===== config.mk =====
export PLATFORM = sky130hd
export DESIGN_NAME = http_request_head_parser_unit
export DESIGN_NICKNAME = d
export VERILOG_FILES = /design/src/hdl/hrp_pkg.sv /design/src/hdl/hrp_ram.sv /design/src/hdl/hrp_job_fifo.sv /design/src/hdl/hrp_front.sv /design/src/hdl/hrp_back.sv /design/src/hdl/http_request_head_parser_unit.sv
export VERILOG_INCLUDE_DIRS = /design/src /design/src/hdl
export SDC_FILE = /design/constraint.sdc
export NUM_CORES = 1
export LEC_CHECK = 0
export ABC_AREA = 1
export BUFFER_PORTS_ARGS = -buffer_cell sky130_fd_sc_hd__buf_2
export CAP_MARGIN = 15
export CORE_MARGIN = 4
export CORE_UTILIZATION = 40
export CTS_BUF_LIST = sky130_fd_sc_hd__clkbuf_2 sky130_fd_sc_hd__clkbuf_4 sky130_fd_sc_hd__clkbuf_8
export CTS_CLUSTER_DIAMETER = 80
export DETAILED_ROUTE_END_ITERATION = 6
export HOLD_SLACK_MARGIN = 0.03
export PLACE_DENSITY_LB_ADDON = 0.08
export SLEW_MARGIN = 15
export SYNTH_ARGS = -nofsm -noshare
export SYNTH_HDL_FRONTEND = slang
export SYNTH_SLANG_ARGS = --single-unit

===== constraint.sdc =====
create_clock -name i_clk -period 7.1 [get_ports i_clk]
set_clock_uncertainty 0.05 [all_clocks]
set_input_delay 0.355 -clock i_clk [delete_from_list [all_inputs] [get_ports i_clk]]
set_output_delay 0.355 -clock i_clk [all_outputs]
set_load 0.02 [all_outputs]

===== src/hdl/http_request_head_parser_unit_assert.svh =====
// ----------------------------------------------------------------------------
// HTTP request head parser: assertion macros
// Shared concurrent assertion forms used by the parser modules.
// ----------------------------------------------------------------------------
`ifndef HTTP_REQUEST_HEAD_PARSER_UNIT_ASSERT_SVH
`define HTTP_REQUEST_HEAD_PARSER_UNIT_ASSERT_SVH

// Condition implies consequent in the same cycle
`define HRP_ASSERT_IMPLIES(label, clk, rst_n, pre, post, msg) \
    label: assert property (@(posedge clk) disable iff (!rst_n) (pre) |-> (post)) \
        else $error(msg);

// Condition implies consequent in the next cycle
`define HRP_ASSERT_NEXT(label, clk, rst_n, pre, post, msg) \
    label: assert property (@(posedge clk) disable iff (!rst_n) (pre) |=> (post)) \
        else $error(msg);

`endif


===== src/hdl/hrp_pkg.sv =====
// ----------------------------------------------------------------------------
// HTTP request head parser: package
// Result kinds, error codes, parser phases, job record and match tables.
// ----------------------------------------------------------------------------
package hrp_pkg;

    localparam int URI_BYTES_DEF  = 64;
    localparam int COUNT_BITS_DEF = 16;
    localparam int JOB_DEPTH      = 4;

    // Character codes
    localparam logic [7:0] CH_CR    = 8'h0D;
    localparam logic [7:0] CH_LF    = 8'h0A;
    localparam logic [7:0] CH_SP    = 8'h20;
    localparam logic [7:0] CH_COLON = 8'h3A;

    // Version field check
    localparam int VER_MIN_LEN = 8;
    localparam int VER_OFS     = 5;
    localparam int VER_LEN     = 3;

    typedef enum logic [2:0] {
        K_URI_BYTE = 3'd0,
        K_URI_DONE = 3'd1,
        K_HDR_DONE = 3'd2,
        K_REQ_DONE = 3'd3,
        K_ERROR    = 3'd4
    } t_kind;

    typedef enum logic [2:0] {
        E_BAD_METHOD = 3'd0,
        E_URI_LONG   = 3'd1,
        E_VER_SHORT  = 3'd2,
        E_EARLY_NL   = 3'd3,
        E_HEAD_LONG  = 3'd4
    } t_err;

    typedef enum logic [2:0] {
        PH_METHOD  = 3'd0,
        PH_URI     = 3'd1,
        PH_VERSION = 3'd2,
        PH_HKEY    = 3'd3,
        PH_HVAL    = 3'd4,
        PH_DONE    = 3'd5,
        PH_ERROR   = 3'd6
    } t_phase;

    typedef enum logic [1:0] {
        M_HEAD = 2'd0,
        M_GET  = 2'd1,
        M_POST = 2'd2
    } t_method;

    typedef enum logic [1:0] {
        BK_IDLE = 2'd0,
        BK_READ = 2'd1,
        BK_TAIL = 2'd2
    } t_bk_state;

    // One classified event from front to back
    typedef struct packed {
        t_kind       kind;
        logic [15:0] length;
        logic [15:0] value_length;
        logic [1:0]  method;
        logic        keepalive;
        logic [15:0] position;
        t_err        err;
    } t_job;

    // Method word bytes (HEAD, GET, POST)
    function automatic logic [7:0] word_byte(input logic [1:0] w, input logic [1:0] i);
        logic [7:0] c;
        c = 8'h00;
        unique case ({w, i})
            4'b00_00: c = "H";
            4'b00_01: c = "E";
            4'b00_10: c = "A";
            4'b00_11: c = "D";
            4'b01_00: c = "G";
            4'b01_01: c = "E";
            4'b01_10: c = "T";
            4'b10_00: c = "P";
            4'b10_01: c = "O";
            4'b10_10: c = "S";
            4'b10_11: c = "T";
            default:  c = 8'h00;
        endcase
        return c;
    endfunction

    function automatic logic [2:0] word_len(input logic [1:0] w);
        return (w == 2'd1) ? 3'd3 : 3'd4;
    endfunction

    // Expected version bytes "1.1"
    function automatic logic [7:0] ver_byte(input logic [1:0] k);
        return (k == 2'd1) ? 8'h2E : 8'h31;
    endfunction

endpackage


===== src/hdl/hrp_ram.sv =====
// ----------------------------------------------------------------------------
// HTTP request head parser: generic RAM
// Single write port, single read port with registered read data.
// ----------------------------------------------------------------------------
module hrp_ram #(
    parameter int WIDTH = 8,
    parameter int DEPTH = 64,
    localparam int AW   = (DEPTH > 1) ? $clog2(DEPTH) : 1
) (
    input  logic             i_clk,
    input  logic             i_we,
    input  logic [AW-1:0]    i_waddr,
    input  logic [WIDTH-1:0] i_wdata,
    input  logic             i_re,
    input  logic [AW-1:0]    i_raddr,
    output logic [WIDTH-1:0] o_rdata
);

    logic [WIDTH-1:0] r_mem [DEPTH];
    logic [WIDTH-1:0] r_rdata;

    // Write port
    always_ff @(posedge i_clk) begin
        if (i_we) begin
            r_mem[i_waddr] <= i_wdata;
        end
    end

    // Registered read, holds when not enabled
    always_ff @(posedge i_clk) begin
        if (i_re) begin
            r_rdata <= r_mem[i_raddr];
        end
    end

    assign o_rdata = r_rdata;

endmodule


===== src/hdl/hrp_job_fifo.sv =====
// ----------------------------------------------------------------------------
// HTTP request head parser: job queue
// Short first-in first-out queue of job records between front and back.
// ----------------------------------------------------------------------------
module hrp_job_fifo
    import hrp_pkg::*;
#(
    parameter int DEPTH = JOB_DEPTH
) (
    input  logic i_clk,
    input  logic i_rst_n,
    input  logic i_push,
    input  t_job i_job,
    output logic o_full,
    input  logic i_pop,
    output t_job o_head,
    output logic o_empty
);

    localparam int PW  = $clog2(DEPTH);
    localparam int CNW = $clog2(DEPTH + 1);

    t_job           r_mem [DEPTH];
    logic [PW-1:0]  r_wr, r_rd;
    logic [CNW-1:0] r_cnt;

    function automatic logic [PW-1:0] ptr_next(input logic [PW-1:0] p);
        return (p == PW'(DEPTH - 1)) ? '0 : p + PW'(1);
    endfunction

    // Storage
    always_ff @(posedge i_clk) begin
        if (i_push) begin
            r_mem[r_wr] <= i_job;
        end
    end

    // Pointers and fill count
    always_ff @(posedge i_clk) begin
        if (!i_rst_n) begin
            r_wr  <= '0;
            r_rd  <= '0;
            r_cnt <= '0;
        end else begin
            if (i_push) begin
                r_wr <= ptr_next(r_wr);
            end
            if (i_pop) begin
                r_rd <= ptr_next(r_rd);
            end
            if (i_push && !i_pop) begin
                r_cnt <= r_cnt + CNW'(1);
            end else if (!i_push && i_pop) begin
                r_cnt <= r_cnt - CNW'(1);
            end
        end
    end

    assign o_full  = (r_cnt == CNW'(DEPTH));
    assign o_empty = (r_cnt == '0);
    assign o_head  = r_mem[r_rd];

endmodule


===== src/hdl/hrp_front.sv =====
// ----------------------------------------------------------------------------
// HTTP request head parser: front end
// Accepts bytes, tracks the parse phase and counters, stores URI bytes and
// queues one job for each byte that produces a result.
// ----------------------------------------------------------------------------
`include "http_request_head_parser_unit_assert.svh"

module hrp_front
    import hrp_pkg::*;
#(
    parameter int URI_BYTES  = URI_BYTES_DEF,
    parameter int COUNT_BITS = COUNT_BITS_DEF,
    localparam int AW        = (URI_BYTES > 1) ? $clog2(URI_BYTES) : 1
) (
    input  logic          i_clk,
    input  logic          i_rst_n,
    input  logic          i_valid,
    output logic          o_ready,
    input  logic          i_cmd,
    input  logic [7:0]    i_byte,
    input  logic          i_q_full,
    input  logic          i_run_done,
    output logic          o_push,
    output t_job          o_job,
    output logic          o_ram_we,
    output logic [AW-1:0] o_ram_waddr,
    output logic [7:0]    o_ram_wdata
);

    localparam int CW = COUNT_BITS;

    t_phase          r_phase, n_phase;
    logic [CW-1:0]   r_byte_cnt, n_byte_cnt;
    logic [CW-1:0]   r_tok_cnt, n_tok_cnt;
    logic [CW-1:0]   r_key_cnt, n_key_cnt;
    logic [2:0]      r_cand, n_cand;
    logic [2:0]      r_cand_done, n_cand_done;
    logic [1:0]      r_meth, n_meth;
    logic            r_ver_match, n_ver_match;
    logic            r_ver_done, n_ver_done;
    logic            r_keepalive, n_keepalive;
    logic            r_uri_busy, n_uri_busy;

    logic            acc;
    logic [7:0]      b;
    logic [CW-1:0]   ver_k;

    // Input stalls while a URI run is read back or the queue is full
    assign o_ready     = !i_q_full && !r_uri_busy;
    assign acc         = i_valid && o_ready;
    assign b           = (i_byte == CH_CR) ? 8'h00 : i_byte;
    assign ver_k       = r_tok_cnt - CW'(VER_OFS);
    assign o_ram_waddr = r_tok_cnt[AW-1:0];
    assign o_ram_wdata = b;

    // Parser state register
    always_ff @(posedge i_clk) begin
        if (!i_rst_n) begin
            r_phase     <= PH_METHOD;
            r_byte_cnt  <= '0;
            r_tok_cnt   <= '0;
            r_key_cnt   <= '0;
            r_cand      <= 3'b111;
            r_cand_done <= '0;
            r_meth      <= '0;
            r_ver_match <= 1'b1;
            r_ver_done  <= 1'b0;
            r_keepalive <= 1'b0;
            r_uri_busy  <= 1'b0;
        end else begin
            r_phase     <= n_phase;
            r_byte_cnt  <= n_byte_cnt;
            r_tok_cnt   <= n_tok_cnt;
            r_key_cnt   <= n_key_cnt;
            r_cand      <= n_cand;
            r_cand_done <= n_cand_done;
            r_meth      <= n_meth;
            r_ver_match <= n_ver_match;
            r_ver_done  <= n_ver_done;
            r_keepalive <= n_keepalive;
            r_uri_busy  <= n_uri_busy;
        end
    end

    // Next state and job classification
    always_comb begin
        n_phase     = r_phase;
        n_byte_cnt  = r_byte_cnt;
        n_tok_cnt   = r_tok_cnt;
        n_key_cnt   = r_key_cnt;
        n_cand      = r_cand;
        n_cand_done = r_cand_done;
        n_meth      = r_meth;
        n_ver_match = r_ver_match;
        n_ver_done  = r_ver_done;
        n_keepalive = r_keepalive;
        n_uri_busy  = r_uri_busy && !i_run_done;
        o_push      = 1'b0;
        o_job       = '0;
        o_ram_we    = 1'b0;

        if (acc) begin
            if (i_cmd) begin
                // restart for a new request
                n_phase     = PH_METHOD;
                n_byte_cnt  = '0;
                n_tok_cnt   = '0;
                n_key_cnt   = '0;
                n_cand      = 3'b111;
                n_cand_done = '0;
                n_meth      = '0;
                n_ver_match = 1'b1;
                n_ver_done  = 1'b0;
                n_keepalive = 1'b0;
            end else if (r_phase != PH_DONE && r_phase != PH_ERROR) begin
                n_byte_cnt = r_byte_cnt + CW'(1);
                priority if (r_byte_cnt == '1) begin
                    o_push    = 1'b1;
                    o_job.kind = K_ERROR;
                    o_job.err  = E_HEAD_LONG;
                    n_phase    = PH_ERROR;
                end else if (b == CH_SP && r_phase == PH_METHOD) begin
                    // first live candidate wins
                    priority if (r_cand[0]) begin
                        n_meth = M_HEAD;
                    end else if (r_cand[1]) begin
                        n_meth = M_GET;
                    end else if (r_cand[2]) begin
                        n_meth = M_POST;
                    end else begin
                        n_meth = r_meth;
                    end
                    if (r_cand == '0) begin
                        o_push     = 1'b1;
                        o_job.kind = K_ERROR;
                        o_job.err  = E_BAD_METHOD;
                        n_phase    = PH_ERROR;
                    end else begin
                        n_phase   = PH_URI;
                        n_tok_cnt = '0;
                    end
                end else if (b == CH_SP && r_phase == PH_URI) begin
                    if (r_tok_cnt >= CW'(URI_BYTES)) begin
                        o_push     = 1'b1;
                        o_job.kind = K_ERROR;
                        o_job.err  = E_URI_LONG;
                        n_phase    = PH_ERROR;
                    end else begin
                        o_push       = 1'b1;
                        o_job.kind   = K_URI_DONE;
                        o_job.length = 16'(r_tok_cnt);
                        n_uri_busy   = (r_tok_cnt != '0);
                        n_phase      = PH_VERSION;
                        n_tok_cnt    = '0;
                        n_ver_match  = 1'b1;
                        n_ver_done   = 1'b0;
                    end
                end else if (b == CH_LF) begin
                    priority if (r_phase == PH_METHOD || r_phase == PH_URI) begin
                        o_push     = 1'b1;
                        o_job.kind = K_ERROR;
                        o_job.err  = E_EARLY_NL;
                        n_phase    = PH_ERROR;
                    end else if (r_phase == PH_VERSION) begin
                        if (r_tok_cnt < CW'(VER_MIN_LEN)) begin
                            o_push     = 1'b1;
                            o_job.kind = K_ERROR;
                            o_job.err  = E_VER_SHORT;
                            n_phase    = PH_ERROR;
                        end else begin
                            n_keepalive = r_ver_match;
                            n_phase     = PH_HKEY;
                            n_tok_cnt   = '0;
                        end
                    end else if (r_phase == PH_HVAL) begin
                        o_push             = 1'b1;
                        o_job.kind         = K_HDR_DONE;
                        o_job.length       = 16'(r_key_cnt);
                        o_job.value_length = 16'(r_tok_cnt);
                        n_phase            = PH_HKEY;
                        n_tok_cnt          = '0;
                    end else begin
                        // line feed in the key phase ends the head
                        o_push          = 1'b1;
                        o_job.kind      = K_REQ_DONE;
                        o_job.method    = r_meth;
                        o_job.keepalive = r_keepalive;
                        o_job.position  = 16'(r_byte_cnt + CW'(1));
                        n_phase         = PH_DONE;
                    end
                end else if (b == CH_COLON && r_phase == PH_HKEY) begin
                    n_key_cnt = r_tok_cnt;
                    n_phase   = PH_HVAL;
                    n_tok_cnt = '0;
                end else begin
                    // ordinary token byte
                    if (r_phase == PH_METHOD) begin
                        for (int i = 0; i < 3; i++) begin
                            if (r_cand[i] && !r_cand_done[i]) begin
                                if (r_tok_cnt < CW'(word_len(2'(i)))) begin
                                    if (b != word_byte(2'(i), r_tok_cnt[1:0])) begin
                                        n_cand[i] = 1'b0;
                                    end
                                end else if (b == 8'h00) begin
                                    n_cand_done[i] = 1'b1;
                                end else begin
                                    n_cand[i] = 1'b0;
                                end
                            end
                        end
                    end else if (r_phase == PH_URI) begin
                        o_ram_we = (r_tok_cnt < CW'(URI_BYTES));
                    end else if (r_phase == PH_VERSION) begin
                        if (r_tok_cnt >= CW'(VER_OFS) && !r_ver_done && r_ver_match) begin
                            if (ver_k < CW'(VER_LEN)) begin
                                if (b != ver_byte(ver_k[1:0])) begin
                                    n_ver_match = 1'b0;
                                end
                            end else if (b == 8'h00) begin
                                n_ver_done = 1'b1;
                            end else begin
                                n_ver_match = 1'b0;
                            end
                        end
                    end
                    n_tok_cnt = r_tok_cnt + CW'(1);
                end
            end
        end
    end

    // Checks
    `HRP_ASSERT_IMPLIES(a_no_job_after_end, i_clk, i_rst_n,
        (r_phase == PH_DONE || r_phase == PH_ERROR), !o_push,
        "front queued a job after the request ended")
    `HRP_ASSERT_IMPLIES(a_uri_write_in_range, i_clk, i_rst_n,
        o_ram_we, (r_phase == PH_URI && r_tok_cnt < CW'(URI_BYTES)),
        "URI store written outside the URI token")

endmodule


===== src/hdl/hrp_back.sv =====
// ----------------------------------------------------------------------------
// HTTP request head parser: back end
// Pops jobs, reads URI runs out of the store and drives the result register.
// ----------------------------------------------------------------------------
`include "http_request_head_parser_unit_assert.svh"

module hrp_back
    import hrp_pkg::*;
#(
    parameter int URI_BYTES = URI_BYTES_DEF,
    localparam int AW       = (URI_BYTES > 1) ? $clog2(URI_BYTES) : 1
) (
    input  logic          i_clk,
    input  logic          i_rst_n,
    input  t_job          i_head,
    input  logic          i_q_empty,
    output logic          o_pop,
    output logic          o_run_done,
    output logic          o_ram_re,
    output logic [AW-1:0] o_ram_raddr,
    input  logic [7:0]    i_ram_rdata,
    output logic          o_valid,
    input  logic          i_ready,
    output t_job          o_res,
    output logic [7:0]    o_res_byte,
    output logic          o_res_last
);

    t_bk_state     r_state, n_state;
    logic [AW-1:0] r_idx, n_idx;
    logic          r_out_valid, n_out_valid;
    t_job          r_out, n_out;
    logic [7:0]    r_out_byte, n_out_byte;
    logic          r_out_last, n_out_last;
    logic          out_free;

    assign out_free = !r_out_valid || i_ready;

    // Control registers
    always_ff @(posedge i_clk) begin
        if (!i_rst_n) begin
            r_state     <= BK_IDLE;
            r_out_valid <= 1'b0;
        end else begin
            r_state     <= n_state;
            r_out_valid <= n_out_valid;
        end
    end

    // Payload registers
    always_ff @(posedge i_clk) begin
        r_idx      <= n_idx;
        r_out      <= n_out;
        r_out_byte <= n_out_byte;
        r_out_last <= n_out_last;
    end

    // Sequencer: single results pass through, URI runs read the store
    always_comb begin
        n_state     = r_state;
        n_idx       = r_idx;
        n_out_valid = r_out_valid && !i_ready;
        n_out       = r_out;
        n_out_byte  = r_out_byte;
        n_out_last  = r_out_last;
        o_pop       = 1'b0;
        o_run_done  = 1'b0;
        o_ram_re    = 1'b0;
        o_ram_raddr = r_idx;

        unique case (r_state)
            BK_IDLE: begin
                if (!i_q_empty && out_free) begin
                    if (i_head.kind == K_URI_DONE && i_head.length != '0) begin
                        o_ram_re    = 1'b1;
                        o_ram_raddr = '0;
                        n_idx       = '0;
                        n_state     = BK_READ;
                    end else begin
                        n_out_valid = 1'b1;
                        n_out       = i_head;
                        n_out_byte  = 8'h00;
                        n_out_last  = 1'b1;
                        o_pop       = 1'b1;
                    end
                end
            end
            BK_READ: begin
                if (out_free) begin
                    n_out_valid = 1'b1;
                    n_out       = '0;
                    n_out.kind  = K_URI_BYTE;
                    n_out_byte  = i_ram_rdata;
                    n_out_last  = 1'b0;
                    if (16'(r_idx) + 16'd1 == i_head.length) begin
                        n_state = BK_TAIL;
                    end else begin
                        o_ram_re    = 1'b1;
                        o_ram_raddr = r_idx + AW'(1);
                        n_idx       = r_idx + AW'(1);
                    end
                end
            end
            BK_TAIL: begin
                if (out_free) begin
                    n_out_valid = 1'b1;
                    n_out       = i_head;
                    n_out_byte  = 8'h00;
                    n_out_last  = 1'b1;
                    o_pop       = 1'b1;
                    o_run_done  = 1'b1;
                    n_state     = BK_IDLE;
                end
            end
            default: begin
                n_state = BK_IDLE;
            end
        endcase
    end

    assign o_valid    = r_out_valid;
    assign o_res      = r_out;
    assign o_res_byte = r_out_byte;
    assign o_res_last = r_out_last;

    // Checks
    `HRP_ASSERT_IMPLIES(a_run_holds_job, i_clk, i_rst_n,
        (r_state != BK_IDLE), (!i_q_empty && i_head.kind == K_URI_DONE),
        "URI run active without its job at the queue head")
    `HRP_ASSERT_IMPLIES(a_last_on_single, i_clk, i_rst_n,
        (r_out_valid && r_out.kind != K_URI_BYTE), r_out_last,
        "non-byte result without last flag")
    `HRP_ASSERT_NEXT(a_tail_follows_run, i_clk, i_rst_n,
        (r_state == BK_READ && out_free && 16'(r_idx) + 16'd1 == i_head.length),
        (r_state == BK_TAIL && r_out_valid && r_out.kind == K_URI_BYTE),
        "last URI byte not followed by the run end")

endmodule


===== src/hdl/http_request_head_parser_unit.sv =====
// Jobs pass through the job queue; every result leaves from the back end result register.
// Throughput: one byte per cycle while input is ready; a URI of N stored bytes holds
// input while the run is read from the URI store, one byte a cycle unless output stalls.
// Input also stalls when the 4-entry job queue is full.
// Reset: synchronous, active low; clears parser and queue state, not the URI store.
// ----------------------------------------------------------------------------
// HTTP request head parser: top level
// Front end classifies request bytes, a job queue decouples it from the back
// end that emits URI runs, header lengths, completion and errors.
// ----------------------------------------------------------------------------
module http_request_head_parser_unit
    import hrp_pkg::*;
#(
    parameter int URI_BYTES  = URI_BYTES_DEF,
    parameter int COUNT_BITS = COUNT_BITS_DEF
) (
    input  logic        i_clk,
    input  logic        i_rst_n,
    input  logic        i_s_tvalid,
    output logic        o_s_tready,
    input  logic [7:0]  i_s_tdata,  // [7:0] data_byte
    input  logic        i_s_tuser,  // [0] cmd
    output logic        o_m_tvalid,
    input  logic        i_m_tready,
    // [7:0] out_byte, [23:8] length, [39:24] value_length, [41:40] method,
    // [42] keepalive, [58:43] position, [61:59] error_code, [63:62] zero
    output logic [63:0] o_m_tdata,
    output logic [2:0]  o_m_tuser,  // [2:0] kind
    output logic        o_m_tlast
);

    localparam int AW = (URI_BYTES > 1) ? $clog2(URI_BYTES) : 1;

    logic          q_full, q_empty, q_push, q_pop, run_done;
    t_job          push_job, head_job, res;
    logic          ram_we, ram_re;
    logic [AW-1:0] ram_waddr, ram_raddr;
    logic [7:0]    ram_wdata, ram_rdata, res_byte;

    // Classification front end
    hrp_front #(
        .URI_BYTES  (URI_BYTES),
        .COUNT_BITS (COUNT_BITS)
    ) u_front (
        .i_clk       (i_clk),
        .i_rst_n     (i_rst_n),
        .i_valid     (i_s_tvalid),
        .o_ready     (o_s_tready),
        .i_cmd       (i_s_tuser),
        .i_byte      (i_s_tdata),
        .i_q_full    (q_full),
        .i_run_done  (run_done),
        .o_push      (q_push),
        .o_job       (push_job),
        .o_ram_we    (ram_we),
        .o_ram_waddr (ram_waddr),
        .o_ram_wdata (ram_wdata)
    );

    // URI byte store
    hrp_ram #(
        .WIDTH (8),
        .DEPTH (URI_BYTES)
    ) u_uri_ram (
        .i_clk   (i_clk),
        .i_we    (ram_we),
        .i_waddr (ram_waddr),
        .i_wdata (ram_wdata),
        .i_re    (ram_re),
        .i_raddr (ram_raddr),
        .o_rdata (ram_rdata)
    );

    // Job queue
    hrp_job_fifo #(
        .DEPTH (JOB_DEPTH)
    ) u_fifo (
        .i_clk   (i_clk),
        .i_rst_n (i_rst_n),
        .i_push  (q_push),
        .i_job   (push_job),
        .o_full  (q_full),
        .i_pop   (q_pop),
        .o_head  (head_job),
        .o_empty (q_empty)
    );

    // Result back end
    hrp_back #(
        .URI_BYTES (URI_BYTES)
    ) u_back (
        .i_clk       (i_clk),
        .i_rst_n     (i_rst_n),
        .i_head      (head_job),
        .i_q_empty   (q_empty),
        .o_pop       (q_pop),
        .o_run_done  (run_done),
        .o_ram_re    (ram_re),
        .o_ram_raddr (ram_raddr),
        .i_ram_rdata (ram_rdata),
        .o_valid     (o_m_tvalid),
        .i_ready     (i_m_tready),
        .o_res       (res),
        .o_res_byte  (res_byte),
        .o_res_last  (o_m_tlast)
    );

    // Result packing
    assign o_m_tdata = {2'b00, res.err, res.position, res.keepalive, res.method,
                        res.value_length, res.length, res_byte};
    assign o_m_tuser = res.kind;

endmodule


Yosys cells after proc, flatten, opt, wreduce, memory -nomap -nowiden
Memories as Yosys holds them, arrays and structs flattened. A register that Yosys moved wholly into a read port is not among the register bits.
Index checks and enable logic that the tools add are counted.

cells by class
  add/subtract/negate cells = 9
  mux-type cells = 254
  equal/unequal tests = 59
  $mul = 0
  bitwise gates (word level) = 0
  shift operators = 0
  reductions and logical operators = 73
  div/mod/pow operators = 0
  $lt $le $gt $ge = 7

operators with widths
  operator                 number
  $mux W57                 8
  $mux W16                 23
  $mux W8                  38
  $mux W51                 4
  $pmux W57 S3             1
  $mux W3                  42
  $mux W1                  101
  $reduce_and A11 Y1       6
  $pmux W8 S4              2
  $mux W19                 2
  $mux W2                  18
  $mux W35                 1
  $add A16 B1 Y16 const B  2
  $lt A16 B2 Y1 const B    2
  $mux W32                 1
  $ne A8 B8 Y1             4
  $reduce_bool A16 Y1      2
  $reduce_and A13 Y1       2
  $mux W6                  4
  $ne A3 B3 Y1 const B     8
  $pmux W8 S3              1
  $reduce_bool A2 Y1       11
  $pmux W7 S3              1
  $ne A2 B2 Y1 const B     10
  other kinds (46)         108

storage, ports and cells
  RAM bits = 740
  memories kept = 2
  latch bits = 0
  bits of input ports = 13
  flip-flop bits (word level) = 145
  output and inout bits = 70
  logic and storage cells = 434
  memory bits (read-only) = 0

memory list
  name             words  width  rd ports  clocked after Yosys merged registers in  wr ports  RTL line            source
  u_uri_ram.r_mem  64     8      1         1                                        1         hrp_ram.sv:19       logic [WIDTH-1:0] r_mem [DEPTH];
  u_fifo.r_mem     4      57     1         1                                        1         hrp_job_fifo.sv:23  t_job r_mem [DEPTH];

Depth between registers and ports, before layout
  word-level depth = 25
  gate-level depth with buffers = 25
  depth with buffers taken out = 24

Modules after synthesis
Synthesis repeated with hierarchy kept, for this count alone.

second synthesis, totals
  cell total of the unflattened synthesis = 3588
  area total of the unflattened synthesis = 38361.8 um^2

by module, submodules not included
  module                         area each (um^2)  sequential area each (um^2)  instances  cells each
  hrp_ram                        21371.7           15615.0                      1          1822
  hrp_job_fifo                   8889.8            7026.7                       1          610
  hrp_front                      4795.8            1261.2                       1          815
  hrp_back                       3285.7            2162.1                       1          338
  http_request_head_parser_unit  18.8              0.0                          1          3

Least setup slack after synthesis
No wires, ideal clock.

  path kind = input to register
  start = in i_s_tdata[1]
  end = mem u_fifo.r_mem[0][0] in the netlist's numbering (enable)
  data required time = 6.578 ns
  arrival = 4.550 ns
  path buffers = 1
  library setup time = 0.472 ns
  slack = 2.028 ns
  cell stages on the path = 14
  cell sequence = clkbuf_1 > nor3_1 > nand2_1 > nand2_1 > inv_2 > nor2_1 > nand2_1 > inv_1 > nand3_1 > nor2_1 > inv_1 > nand3_1 > nand2_1 > nor2_1

between the ends
  longest elaborated chain between the ends = 12
  elaborated cells on any way between the ends = 15
  those cells by class = eq/ne: 3; mux: 10; reduce/logical: 2

ends and longest elaborated chain
  element                                         RTL line                                              source
  start: declaration                              http_request_head_parser_unit.sv:21                   input logic [7:0] i_s_tdata,
  $eq A8 B4 Y1 *                                  hrp_front.sv:51                                       assign b = (i_byte == CH_CR) ? 8'h00 : i_byte;
  $mux W8 *                                       hrp_front.sv:51
  net ram_wdata[0]                                http_request_head_parser_unit.sv:38                   logic [7:0] ram_wdata, ram_rdata, res_byte;
  $eq A8 B4 Y1 or $eq A8 B6 Y1 (tied branches)    hrp_front.sv:158, hrp_front.sv:122, hrp_front.sv:142
  $mux W1 or $logic_and A1 B1 Y1 (tied branches)  hrp_front.sv:158, hrp_front.sv:142
  $mux W1                                         hrp_front.sv:142                                      end else if (b == CH_SP && r_phase == PH_URI) begin
  $mux W1 *                                       hrp_front.sv:122                                      end else if (b == CH_SP && r_phase == PH_METHOD) begin
  $mux W1 *                                       hrp_front.sv:117                                      priority if (r_byte_cnt == '1) begin
  $mux W1 *                                       hrp_front.sv:115                                      end else if (r_phase != PH_DONE && r_phase != PH_ERROR) begin
  $mux W1 *                                       hrp_front.sv:103                                      if (i_cmd) begin
  $mux W1 *                                       hrp_front.sv:102                                      if (acc) begin
  $mux W1 *                                       hrp_job_fifo.sv:33                                    if (i_push) begin
  $mux W1 (not written as such) *                 hrp_job_fifo.sv:34                                    r_mem[r_wr] <= i_job;
  end: declaration                                hrp_job_fifo.sv:23

Mark *: on every way through the listed nets, which the timed path passes. The rest lies on a longest branch.

==> metrics <==
status completed; Area Overhead vs Synth 11.6%; Ys Warns 0; layout cells sized above 1 0.0999; Power Internal 10.6 mW; via count 26900; worst slew pin tran 1.10 ns; worst ir drop on vdd 0.000405 V; count leader, synth edfxtp_1; final hold viol count 0; worst path cell trace buf_4 > o21ai_0 > o22a_1 > nand2_1 > nor2_1 > nand4_1 > nand2_2 > nand3_4 > buf_4 > nand3_1 > nand3_1 > nand3_1 > nand3_1 > nand3_1 > nand3_1 > nand2_1; gr usage total 0.216; hold path cells 9; Core Footprint 97100 µm²; worst setup path class flop to flop; Inst Count DP 4918; CP endpoint u_uri_ram.o_rdata[5]; antenna violations before repair 1; die area between 100000 and 150000 µm²; Die X about 320 µm; clock slew at reported path FFs 0.06 ns; CP dominant cell by count nand3_1; top_reg_cell synth edfxtp_1; commonest cells in the netlist 814 x edfxtp_1, 612 x nand3_1, 561 x nand2_1; Yosys top cell by area edfxtp_1; mapped cell area 39300 µm²; RSZ-0062 raised after global routing false; endpoints failing setup 0; gpl congestion 0.835; row cnt 114; fin. max-slew vios 0; Nets 3838; routed vias/inst ~5.2; Logic pwr share 0.387; Pleak 16.6 nW; detailed-route wire length per cell 21.5 µm; DRC violations left 0; maxcap violations 0; Filler Cells Inserted 9235; async set-reset flop share out of synthesis 0; drt total wl 112 mm; synthesized flop and latch total 895; number of synthesized flops with an enable pin 814; Clock power frac 0.257; vias in the first global route 26100; slowest CP cell buf_4; Power Density 411 nW/µm²; Psw ~7.4 mW; Critical Path RT around 7.6 ns; Initial Util 0.405; Min-Delay Path Class input pin to flop; grt ovf 0; clock buffer depth 3; ANT nets after route 0; drt first pass iters 7; Final period util 0.713; average size of a mapped cell 10.5 µm²; final worst slack 2.04 ns; register-to-register setup slack 2.04 ns; CP max stage delay 0.75 ns; Final Critical Period 5.06 ns; Post-Layout Cell Count 5202; register share of total power 0.356; die height 322 µm; Worst R2R Path Depth 16; Final HPWL DP 64.5 mm; top cells by area, synth edfxtp_1 62%, nand3_1 7.8%, nand2_1 5.4%, inv_1 4.6%, dfxtp_1 4.1%; DR iter-0 viols 2261; Top Ports between 80 and 90; Setup crit end kind flop; sw frac 0.411; critical path peak fanout 78; CP startpoint kind flop; register area share after synthesis 0.663; Root Driver clkbuf_8; FF-to-FF End u_uri_ram.o_rdata[5]; worst-skew pair later-pin latency 0.83 ns; count of cell types in the netlist 52; setup TNS 0 ns; CTS tree yes; post-CTS setup repair buffer count 0; Fmax achieved 0.197 GHz; relative slew slack 0.264; TritonCTS Sinks 895; first-pass GRT wire length around 170 mm; share of the synthesized area in the top cell type 0.622; critical path arrival 5.59 ns; post-place setup slack 1.94 ns; htree depth 4; PortBufs 80; cell count after synthesis 3732; Num CTS Buffers between 150 and 200; pin count of the biggest net entering global routing 166
==> cell type report <==
| class | count | area [µm²] | area share |
|---|---|---|---|
| Antenna cell | 2 | 5.00 | 0.000114 |
| Clock inverter | 59 | 370 | 0.00844 |
| Sequential cell | 895 | 26100 | 0.594 |
| Multi-Input combinational cell | 2137 | 10500 | 0.240 |
| Tap cell | 1276 | 1600 | 0.0364 |
| Clock buffer | 217 | 2650 | 0.0604 |
| Inverter | 492 | 1850 | 0.0421 |
| Timing Repair Buffer | 124 | 818 | 0.0186 |
==> power by group through the flow <==
| stage | combinational, mW | clock, mW | sequential (mW) |
|---|---|---|---|
| finish | 6.99 | 4.64 | 6.42 |
| global route | 7.74 | 5.01 | 6.45 |
| CTS | 7.07 | 4.77 | 6.43 |
| detailed placement | 7.03 | 0 | 6.53 |
| global placement | 7.03 | 0 | 6.53 |
| floorplan | 4.52 | 0 | 6.72 |
==> metrics by stage <==
step	hold slack [ns]	total power, mW	util	cell area, µm²
final	0.175	18.0	0.452	43900
after global routing	0.144	19.2	0.452	43900
after CTS	0.0872	18.3	0.451	43900
after detailed placement	0.402	13.6	0.420	40800
after global placement	0.396	13.6	0.420	40800
after floorplan	0.380	11.2	-	39300
==> what timing repair did <==
item	in CTS	in global routing
gates resized for setup	0	0
endpoints found under the setup margin	0	0
hold endpoints to repair	24	0
hold buffers	5	0
==> worst max-delay path, delay by kind of cell, from the launching register on <==
| family | cells | cell delay, ns |
|---|---|---|
| compound gates | 2 | 0.54 |
| buf+inv | 2 | 1.49 |
| flops | 1 | 0.65 |
| simple gates | 12 | 1.95 |
==> sequential cells by signal (all words and copies together), names as in the netlist, 2 cells and up, named ones only <==
signal               count
u_fifo.r_cnt             3
u_back.o_res            57
u_uri_ram.o_rdata        8
u_fifo.r_wr              2
u_front.r_cand_done      3
u_front.r_phase          3
u_front.r_meth           2
u_back.o_res_byte        8
u_fifo.r_mem           228
u_back.r_state           2
u_front.r_byte_cnt      16
u_uri_ram.r_mem        512
u_front.r_cand           3
u_fifo.r_rd              2
u_front.r_key_cnt       16
u_back.r_idx             6
u_front.r_tok_cnt       16
==> worst min-delay path by stage <==
stage                                    start                     end  slack [ns]
after floorplan              u_front.r_meth[0]       u_front.r_meth[0]        0.38
after global placement       u_front.r_meth[0]       u_front.r_meth[0]        0.40
after detailed placement  u_front.r_key_cnt[0]    u_front.r_key_cnt[0]        0.40
after CTS                         i_s_tdata[6]       u_front.r_cand[0]        0.09
after global routing              i_s_tdata[1]  u_uri_ram.r_mem[55][1]        0.14
final                             i_s_tdata[6]       u_front.r_cand[0]        0.17
==> cells in the final DEF, fill, tap and decap left out, drive strengths merged, types with 3 or more instances in the layout <==
| cell type | n |
|---|---|
| edfxtp | 814 |
| nand3 | 615 |
| nand2 | 566 |
| inv | 492 |
| nor2 | 373 |
| clkbuf | 217 |
| nand3b | 176 |
| buf | 119 |
| o21ai | 117 |
| a21oi | 104 |
| dfxtp | 81 |
| nor3 | 49 |
| clkinv | 49 |
| nand4 | 22 |
| a211oi | 22 |
| ha | 18 |
| xor2 | 16 |
| o22ai | 14 |
| nor4 | 9 |
| clkinvlp | 7 |
| a31oi | 6 |
| dlygate4sd3 | 5 |
| o211ai | 3 |
| nor3b | 3 |
| o2111ai | 3 |
| o31ai | 3 |
| bufinv | 3 |
==> layer usage <==
layer / GRT usage / wire, µm / share of wire
met5: 0 / 0 / 0
met3: 0.0388 / 6010 / 0.054
met2: 0.357 / 53600 / 0.48
met1: 0.295 / 50100 / 0.45
met4: 0.0542 / 1900 / 0.017
==> kinds of logic (layout without fill, tap and decap cells) <==
group	Yosys count	count (layout)	share of synthesized area
flip-flops	895	895	0.663
AO/OA/AOI/OAI	284	284	0.0405
XOR/XNOR	17	17	0.00379
other	1	4	0.0000954
buffers and inverters	701	892	0.0721
adder cells (fa/ha/maj)	19	19	0.00624
AND/OR/NAND/NOR	1815	1815	0.214
Note: power is estimated with default switching activity, not from simulation.
